### config.mk
export PLATFORM = sky130hd
export DESIGN_NAME = nearest_point_search
export DESIGN_NICKNAME = d
export VERILOG_FILES = /design/src/hdl/nps_pkg.sv /design/src/hdl/nearest_point_search.sv
export SDC_FILE = /design/constraint.sdc
export NUM_CORES = 2
export LEC_CHECK = 0
export BUFFER_PORTS_ARGS = -buffer_cell sky130_fd_sc_hd__buf_2
export CORE_MARGIN = 2
export CORE_UTILIZATION = 50
export CTS_CLUSTER_SIZE = 25
export DETAILED_ROUTE_END_ITERATION = 10
export GPL_TIMING_DRIVEN = 1
export MAX_ROUTING_LAYER = met4
export PLACE_DENSITY = 0.66
export SETUP_SLACK_MARGIN = 0.2
export SLEW_MARGIN = 10
export SYNTH_ARGS = -nofsm -noshare
export SYNTH_HDL_FRONTEND = slang
export SYNTH_SLANG_ARGS = --single-unit
### constraint.sdc
create_clock -name clk_i -period 7.9 [get_ports clk_i]
set_input_delay 0 -clock clk_i [delete_from_list [all_inputs] [get_ports clk_i]]
set_output_delay 0 -clock clk_i [all_outputs]
set_load 0.05 [all_outputs]
### src/hdl/nps_pkg.sv
// nps_pkg: sizes, codes and helper functions for the nearest point search block
// no dependencies; used by hdl/nearest_point_search.sv and verif/tb_nearest_point_search.sv
`default_nettype none

package nps_pkg;

  // table geometry
  localparam int MAX_POINTS = 64;
  localparam int ADDR_W     = $clog2(MAX_POINTS);
  localparam int CNT_W      = $clog2(MAX_POINTS + 1);

  // coordinate and offset formats
  localparam int COORD_W = 15;
  localparam int OFFS_W  = 16;
  localparam int DIST_W  = 32;
  localparam int ENTRY_W = 2 * COORD_W;
  localparam logic [COORD_W-1:0] COORD_MAX = COORD_W'(25600);

  // command carried in tuser
  localparam logic CMD_ADD   = 1'b0;
  localparam logic CMD_QUERY = 1'b1;

  // result status codes
  localparam logic [1:0] STATUS_OK    = 2'd0;
  localparam logic [1:0] STATUS_FULL  = 2'd1;
  localparam logic [1:0] STATUS_EMPTY = 2'd2;

  // control states
  typedef enum logic [1:0] {
    ST_IDLE,
    ST_SCAN,
    ST_DONE
  } state_e;

  // clamp a coordinate code to 100.0
  function automatic logic [COORD_W-1:0] sat_coord(input logic [COORD_W-1:0] v);
    sat_coord = (v > COORD_MAX) ? COORD_MAX : v;
  endfunction

endpackage

`default_nettype wire

### src/hdl/nearest_point_search.sv
// nearest_point_search: point table in a registered-read memory with a pipelined nearest scan
// results: an add gives its result in the cycle after it is taken; a query on N stored
//   points gives its result once every point has been read and passed the scan stages
// throughput: adds 1 per cycle while the result side accepts; a query holds the input side
//   until its result is loaded, set by the single read port of the point memory, one point per cycle
// reset: point count and control cleared at once; memory contents are not cleared
`default_nettype none

module nearest_point_search (
  input  wire  logic        clk_i,
  input  wire  logic        rst_ni,
  // input items
  input  wire  logic        s_axis_tvalid,
  output       logic        s_axis_tready,
  input  wire  logic [31:0] s_axis_tdata,  // pos_x [14:0], pos_y [29:15], zero [31:30]
  input  wire  logic [0:0]  s_axis_tuser,  // cmd [0]
  // result items
  output       logic        m_axis_tvalid,
  input  wire  logic        m_axis_tready,
  output       logic [31:0] m_axis_tdata,  // offset_x [15:0], offset_y [31:16]
  output       logic [1:0]  m_axis_tuser   // status [1:0]
);

  localparam int CW = nps_pkg::COORD_W;
  localparam int AW = nps_pkg::ADDR_W;
  localparam int NW = nps_pkg::CNT_W;
  localparam int OW = nps_pkg::OFFS_W;
  localparam int DW = nps_pkg::DIST_W;
  localparam int EW = nps_pkg::ENTRY_W;

  nps_pkg::state_e state_q, state_d;

  logic [NW-1:0] cnt_q;
  logic [NW-1:0] iss_cnt_q;
  logic [CW-1:0] qx_q, qy_q;

  logic          s_accept;
  logic          out_free;
  logic          out_load;
  logic [OW-1:0] out_x_d, out_y_d;
  logic [1:0]    out_st_d;
  logic          out_valid_q;
  logic [2*OW-1:0] out_data_q;
  logic [1:0]    out_user_q;

  logic          issue;
  logic          scan_idle;
  logic          mem_we;
  logic [EW-1:0] mem [nps_pkg::MAX_POINTS];
  logic [EW-1:0] rd_data_q;
  logic          rd_vld_q;

  logic                 v1_q, v2_q;
  logic signed [OW-1:0] dx_q, dy_q, dx2_q, dy2_q;
  logic signed [DW-1:0] sqx, sqy;
  logic [DW-1:0]        dist_q;
  logic                 have_q;
  logic [DW-1:0]        best_q;
  logic [OW-1:0]        bdx_q, bdy_q;

  logic [CW-1:0] in_x, in_y;
  logic          is_full;

  assign in_x     = nps_pkg::sat_coord(s_axis_tdata[CW-1:0]);
  assign in_y     = nps_pkg::sat_coord(s_axis_tdata[2*CW-1:CW]);
  assign is_full  = (cnt_q >= NW'(nps_pkg::MAX_POINTS));
  assign out_free = !out_valid_q || m_axis_tready;
  assign s_axis_tready = (state_q == nps_pkg::ST_IDLE) && out_free;
  assign s_accept = s_axis_tvalid && s_axis_tready;
  assign issue    = (state_q == nps_pkg::ST_SCAN) && (iss_cnt_q < cnt_q);
  assign scan_idle = !issue && !rd_vld_q && !v1_q && !v2_q;

  // next state
  always_comb begin
    state_d = state_q;
    case (state_q)
      nps_pkg::ST_IDLE: begin
        if (s_accept && s_axis_tuser[0] == nps_pkg::CMD_QUERY && cnt_q != '0) begin
          state_d = nps_pkg::ST_SCAN;
        end
      end
      nps_pkg::ST_SCAN: begin
        if (scan_idle) state_d = nps_pkg::ST_DONE;
      end
      nps_pkg::ST_DONE: begin
        if (out_free) state_d = nps_pkg::ST_IDLE;
      end
      default: state_d = nps_pkg::ST_IDLE;
    endcase
  end

  // memory write and result selection
  always_comb begin
    mem_we        = 1'b0;
    out_load      = 1'b0;
    out_x_d       = '0;
    out_y_d       = '0;
    out_st_d      = nps_pkg::STATUS_OK;
    case (state_q)
      nps_pkg::ST_IDLE: begin
        if (s_accept) begin
          if (s_axis_tuser[0] == nps_pkg::CMD_ADD) begin
            out_load = 1'b1;
            if (is_full) out_st_d = nps_pkg::STATUS_FULL;
            else         mem_we   = 1'b1;
          end else if (cnt_q == '0) begin
            out_load = 1'b1;
            out_st_d = nps_pkg::STATUS_EMPTY;
          end
        end
      end
      nps_pkg::ST_DONE: begin
        out_load = out_free;
        out_x_d  = bdx_q;
        out_y_d  = bdy_q;
      end
      default: ;
    endcase
  end

  // state, count and query registers
  always_ff @(posedge clk_i or negedge rst_ni) begin
    if (!rst_ni) begin
      state_q   <= nps_pkg::ST_IDLE;
      cnt_q     <= '0;
      iss_cnt_q <= '0;
      rd_vld_q  <= 1'b0;
      v1_q      <= 1'b0;
      v2_q      <= 1'b0;
      have_q    <= 1'b0;
    end else begin
      state_q  <= state_d;
      rd_vld_q <= issue;
      v1_q     <= rd_vld_q;
      v2_q     <= v1_q;
      if (mem_we) cnt_q <= cnt_q + NW'(1);
      if (s_accept) begin
        iss_cnt_q <= '0;
        have_q    <= 1'b0;
      end else begin
        if (issue) iss_cnt_q <= iss_cnt_q + NW'(1);
        if (v2_q)  have_q    <= 1'b1;
      end
    end
  end

  // query point capture
  always_ff @(posedge clk_i) begin
    if (s_accept) begin
      qx_q <= in_x;
      qy_q <= in_y;
    end
  end

  // point memory: one write port for adds, one registered read port for the scan;
  // writes only happen while idle, so a scan never sees a write in flight
  always_ff @(posedge clk_i) begin
    if (mem_we) mem[cnt_q[AW-1:0]] <= {in_y, in_x};
    rd_data_q <= mem[iss_cnt_q[AW-1:0]];
  end

  // scan stage 1: offsets from the query point
  always_ff @(posedge clk_i) begin
    dx_q <= $signed({1'b0, rd_data_q[CW-1:0]}) - $signed({1'b0, qx_q});
    dy_q <= $signed({1'b0, rd_data_q[EW-1:CW]}) - $signed({1'b0, qy_q});
  end

  // scan stage 2: squared distance
  assign sqx = DW'(dx_q) * DW'(dx_q);
  assign sqy = DW'(dy_q) * DW'(dy_q);

  always_ff @(posedge clk_i) begin
    dist_q <= unsigned'(sqx) + unsigned'(sqy);
    dx2_q  <= dx_q;
    dy2_q  <= dy_q;
  end

  // scan stage 3: keep the best, strict compare so the earlier point wins a tie
  always_ff @(posedge clk_i) begin
    if (v2_q && (!have_q || dist_q < best_q)) begin
      best_q <= dist_q;
      bdx_q  <= dx2_q;
      bdy_q  <= dy2_q;
    end
  end

  // output register
  always_ff @(posedge clk_i or negedge rst_ni) begin
    if (!rst_ni) begin
      out_valid_q <= 1'b0;
    end else if (out_load) begin
      out_valid_q <= 1'b1;
    end else if (m_axis_tready) begin
      out_valid_q <= 1'b0;
    end
  end

  always_ff @(posedge clk_i) begin
    if (out_load) begin
      out_data_q <= {out_y_d, out_x_d};
      out_user_q <= out_st_d;
    end
  end

  assign m_axis_tvalid = out_valid_q;
  assign m_axis_tdata  = out_data_q;
  assign m_axis_tuser  = out_user_q;

  // a result never overwrites one that is still waiting
  assert property (@(posedge clk_i) disable iff (!rst_ni)
    out_load |-> (!out_valid_q || m_axis_tready))
    else $error("result overwritten before it was taken");

  // the table is never written during a scan
  assert property (@(posedge clk_i) disable iff (!rst_ni)
    (state_q != nps_pkg::ST_IDLE) |-> !mem_we)
    else $error("point memory written during a scan");

  // the scan pipeline is drained before the result is formed
  assert property (@(posedge clk_i) disable iff (!rst_ni)
    (state_q == nps_pkg::ST_DONE) |-> (!rd_vld_q && !v1_q && !v2_q))
    else $error("result formed with points still in flight");

  // a stored add moves the count up by exactly one
  assert property (@(posedge clk_i) disable iff (!rst_ni)
    mem_we |=> (cnt_q == $past(cnt_q) + NW'(1)))
    else $error("point count did not follow an add");

  // the count never passes the table size
  assert property (@(posedge clk_i) disable iff (!rst_ni)
    cnt_q <= NW'(nps_pkg::MAX_POINTS))
    else $error("point count above table size");

endmodule

`default_nettype wire

# == After elaboration in Yosys (flattened, before gate mapping) ==
# Memories as Yosys holds them, arrays and structs flattened. A register that Yosys moved wholly into a read port is not among the register bits.
# Index checks and enable logic that the tools add are counted.
# totals
regBits,245
latchBits,0
ramBits,1920
rom_bits,0
input_bits,37
output_inout_bits,36
wordCells,88
memories,1
# op_classes
addsub,5
multipliers,2
div_mod_pow,0
n_lt_le_gt_ge,5
eq_ne,5
shift,0
n_mux,25
n_bitwise,0
reduce_logical,25
# mem_list
memory,depth,width,rd,rd_clocked_by_memory_dff,write_ports,line,rtl
mem,64,30,1,1,1,nearest_point_search.sv:49,logic [EW-1:0] mem [nps_pkg::MAX_POINTS];
# op_table
operator,count
$mul 16x16->32,2
$add 32x32->32,1
$lt 32x32->1,1
$sub 15x15->16,2
$gt 15x15->1 const B,2
$mux 15,2
$add 7x1->7 const B,2
$mux 1,14
$mux 7,2
$mux 2,5
$logic_and 1x1->1,9
$ge 7x7->1 const B,1
$logic_not 7->1,1
$lt 7x7->1,1
$reduce_bool 7->1,1
$logic_not 1->1,6
$pmux 2 s3,1
$reduce_bool 2->1,3
$ne 2x2->1 const B,2
$reduce_and 3->1,1
$eq 2x1->1 const B,1
$eq 2x2->1 const B,1
$logic_not 2->1,1
$logic_or 1x1->1,2
3 further kinds,3

# == Depth between registers and ports, before layout ==
# logic_depth
word_depth,8
depth_mapped,27
mapped_depth_nobuf,25

# == Worst setup path after synthesis ==
# Ideal clock, no wire load.
# synth_timing
kind,flip-flop to flip-flop
startpoint,register dy_q[15]
endpoint,register dist_q[30]
setup_time_ns,0.072
t_arrival_ns,7.065
required_time_ns,7.828
path_slack_ns,0.762
path_stages_with_launch,23
path_buffers,1
period_less_slack_ns,7.138
cell_sequence,dfxtp_1 clkbuf_1 and2_1 fa_1 fa_1 inv_1 fa_1 inv_1 fa_1 fa_1 fa_1 fa_1 inv_1 fa_1 inv_1 ha_1 a2111o_1 o221a_2 o21ai_0 a311oi_1 a211o_1 a21oi_1 xnor2_1
# synth_between
elab_chain_len,2
# synth_rtl
element,line,rtl
"start, declared",nearest_point_search.sv:54,"logic signed [OW-1:0] dx_q, dy_q, dx2_q, dy2_q;"
"start signal, assigned",nearest_point_search.sv:165,"dy_q <= $signed({1'b0, rd_data_q[EW-1:CW]}) - $signed({1'b0, qy_q});"
$mul 16x16->32,nearest_point_search.sv:170,assign sqy = DW'(dy_q) * DW'(dy_q);
$add 32x32->32,nearest_point_search.sv:173,dist_q <= unsigned'(sqx) + unsigned'(sqy);
"end signal, assigned",nearest_point_search.sv:173,
"end, declared",nearest_point_search.sv:56,logic [DW-1:0] dist_q;
# Every way passes these cells.
# A chain may end at the register's enable or synchronous reset.

# == Worst setup path in the final report ==
# layout_timing
startpoint,register dy_q[9]
endpoint,register dist_q[28]
# Same word-level chain as after synthesis.

==> flow_summary.toml <==
[global_route]
grt_max_degree = 103
gr-total-overflow = 0
grt_first_pass_wirelength_um = 341000
grt_pass1_vias = 51800
antenna_found_initial = 14
gr-usage-all-layers_pct = 23.5

[routing]
drcViolationCount = 0
detail_route.wl_per_cell_um = 26.8
vias_per_cell = 5.74
first_pass_iters = 5
drt_iter0_drc = 4913
finalWirelength_um = 227000
postRouteAntennaNets = 0
vias = 48500

[critical_path]
cp_common_cell = "fa_1"
cp-start-kind = "flip-flop"
cpMaxStageDelayCell = "fa_1"
worstPathMaxFanout = 9
crit_type = "reg -> reg"
path_delay_family = "adder cells"
crit_path_max_incr_delay_ps = 600
worstPathArrival_ps = 8110
endpoint_kind = "flip-flop"
worstPathRequired_ps = 8640
worst-path-buf-inv = 7

[placed_design]
place_ws_ps = 110
dp_hpwl_um = 137000
io_buffers = 70
place_inst = 8013
routabilityCongestion = 0.846

[yosys]
synthArstFlopShare_pct = 0.957
synth_edf_count = 2048
synth_warnings = 0
syn_area_um2 = 100000
synthesis.nets = 6094
synth-main-ff-cell = "edfxtp_1"
syn_inst = 5321
synthDistinctLibCells = 62
synth-seq-cells = 2195
seq_area_frac_synth_pct = 64.4
syn_avg_cell_area_um2 = 18.8

[cts]
cts_setup_buffers = 0
clk_latency_ps = 860
cts.clk_slew.worst_paths_ps = 60
clockBufferDepth = 3
cts-root-buf = "clkbuf_16"
cts_sinks = 2195
cts_tree = "yes"
ctsHtreeMaxLevel = 4
numCtsBuffers = 213

[floorplanning]
num_rows = 164
core_um2 = 199000
io_pins = 73
die-area_um2 = 204000
die_w_um = 452
start_util_pct = 50.2
die_y_um = 452

[min_path]
min_path_type = "in -> reg"

[sta]
hold_slack_ps = 12.2
fin_crit_sh_pct = 93.3
maxSlewHeadroom_pct = 20.8
max_freq_mhz = 136
setup_tns_ps = 0
worstMarginPinSlew_ps = 1190
rsz0062_at_grt = "no"
report.final.setup_viol = 0
finalMaxSlewViolations = 0
setup_slack_ps = 528
skew_ps = 92.8
hold_violations = 0
fin_crit_ps = 7370

[layout]
area_growth_pct = 12.3
final_cells = 8458
drive_gt1_share_pct = 23.0
final_nets = 6382
fillers = 15100

[run_status]
status = "complete, no violations"

[run]
maxCapViolations = 0
[cell usage after synthesis, drive strengths merged, types with 3 or more instances]
| library cell | count | area, um^2 |
|---|---|---|
| or4 | 5 | 37.5 |
| nor2 | 148 | 556 |
| or3 | 5 | 31.3 |
| xor2 | 19 | 166 |
| edfxtp | 2048 | 61500 |
| mux2i | 5 | 50.1 |
| nor3b | 3 | 22.5 |
| inv | 700 | 2630 |
| ha | 215 | 2690 |
| o211ai | 3 | 22.5 |
| xnor2 | 68 | 596 |
| nor4 | 3 | 18.8 |
| o21a | 11 | 82.6 |
| nand4 | 14 | 87.6 |
| nor2b | 39 | 244 |
| nand2b | 13 | 81.3 |
| o21bai | 7 | 52.6 |
| dfxtp | 126 | 2520 |
| o41ai | 5 | 43.8 |
| nand2 | 173 | 649 |
| dfrtp | 21 | 526 |
| nand3 | 19 | 95.1 |
| fa | 521 | 10400 |
| and3 | 11 | 68.8 |
| a21oi | 57 | 289 |
| a211oi | 6 | 45.0 |
| mux4 | 630 | 14200 |
| a31oi | 3 | 18.8 |
| nor3 | 15 | 75.1 |
| a211o | 7 | 61.3 |
| clkbuf | 132 | 495 |
| and2 | 134 | 838 |
| a21o | 24 | 180 |
| o21ai | 27 | 135 |
| a2111oi | 3 | 32.5 |
| or2 | 6 | 37.5 |
| buf | 67 | 358 |
[state kept, by name, summed over array words and instances (netlist names), 2 cells and up]
signal,flops
m_axis_tdata,32
dy2_q,16
m_axis_tuser,2
dx2_q,16
rd_data_q,30
iss_cnt_q,7
qx_q,15
bdx_q,16
dx_q,16
qy_q,15
best_q,32
mem,1920
bdy_q,16
cnt_q,7
dist_q,32
dy_q,16
state_q,2
[final timing paths]
check / slack (ps) / from / depth (start not counted) / endpoint
worst max-delay path: 530 / dy_q[9] / 25 / dist_q[28]
worst min-delay path: 10 / s_axis_tdata[10] / 2 / mem[27][10]
worst max register to register: 530 / dy_q[9] / 25 / dist_q[28]
worst min register to register: 380 / rd_vld_q / 0 / v1_q
max in group asynchronous: 6630 / rst_ni / 3 / iss_cnt_q[0]
min in group asynchronous: 430 / rst_ni / 3 / iss_cnt_q[6]
[per-layer routing]
metal,global-route usage [%],vias up,routed length (um)
li1,-,20500,-
met1,31.7,26200,94600
met2,38.5,1521,114000
met3,3.11,286,13700
met4,5.34,0,4820
met5,-,-,0
[area by class of cell]
class	instances	area, um^2	share of cell area [%]
flip-flops and latches	2195	64600	57.4
multi-input cells	2226	32900	29.2
clock buffers	276	5780	5.14
well taps	2656	3320	2.95
inverters	701	2630	2.34
repair buffers	272	2160	1.92
clock inverters	128	1190	1.05
diodes	4	10.0	0.00889
[worst reg2reg max path, stage by stage, from the launching register on]
cell	delay (ps)
dfxtp_2	440
buf_4	240
buf_4	180
nand2_1	90
fa_1	540
inv_1	90
fa_1	490
fa_1	600
fa_1	470
fa_1	530
fa_1	430
fa_1	490
inv_1	50
fa_1	510
inv_1	50
ha_1	380
nand4_1	160
nor2_1	220
o221a_2	210
o21ai_0	80
buf_4	160
a311oi_1	260
buf_4	180
and2_1	130
o21ai_0	80
a221oi_1	250
[cells by family after synthesis]
| group | count (synthesis) | share of synthesized area [%] |
|---|---|---|
| other | 1 | 0.00374 |
| DFF | 2195 | 64.4 |
| adders and majority gates | 736 | 13.1 |
| xor gates and xnor gates | 87 | 0.760 |
| buffers and inverters | 900 | 3.48 |
| muxes | 637 | 14.2 |
| and+or+nand+nor | 589 | 2.85 |
| AOI/OAI and AO/OA | 176 | 1.17 |
[layout by cell type (no fill, tap or decap), types with 10 or more instances in the layout]
| cell | synthesis | routed |
|---|---|---|
| a21o_1 | 24 | 23 |
| a21oi_1 | 56 | 54 |
| and2_1 | 134 | 130 |
| and3_1 | 11 | 10 |
| buf_12 | 0 | 17 |
| buf_2 | 52 | 70 |
| buf_4 | 1 | 152 |
| bufinv_16 | 0 | 12 |
| clkbuf_1 | 132 | 45 |
| clkbuf_16 | 0 | 216 |
| clkbuf_8 | 0 | 15 |
| clkinv_1 | 1 | 39 |
| clkinv_2 | 0 | 54 |
| dfrtp_1 | 21 | 15 |
| dfxtp_1 | 126 | 107 |
| dfxtp_2 | 0 | 19 |
| dlygate4sd3_1 | 0 | 33 |
| edfxtp_1 | 2048 | 2048 |
| fa_1 | 521 | 520 |
| ha_1 | 215 | 215 |
| inv_1 | 700 | 699 |
| mux4_2 | 630 | 630 |
| nand2_1 | 173 | 173 |
| nand2b_1 | 13 | 13 |
| nand3_1 | 19 | 19 |
| nand4_1 | 14 | 14 |
| nor2_1 | 148 | 82 |
| nor2_4 | 0 | 64 |
| nor2b_1 | 39 | 18 |
| nor2b_4 | 0 | 20 |
| nor3_1 | 15 | 15 |
| o21a_1 | 11 | 11 |
| o21ai_0 | 26 | 25 |
| xnor2_1 | 68 | 68 |
| xor2_1 | 19 | 19 |
[repair_timing]
item | 4_1_cts | 5_1_grt
endpoints found under the setup margin | 2 | 6
hold buffers | 30 | 3
pin swaps | 0 | 1
hold endpoints to repair | 1549 | 195
gates resized for setup | 2 | 25
[through the flow]
step / utilization (%) / cell area, um^2
after floorplan: - / 100000
after global placement: 52.7 / 105000
after detailed placement: 52.7 / 105000
after CTS: 56.3 / 112000
after global routing: 56.4 / 113000
final: 56.4 / 113000
Power is not shown: default switching activity piles up to over one toggle a cycle in this logic, so the estimate is an artifact.
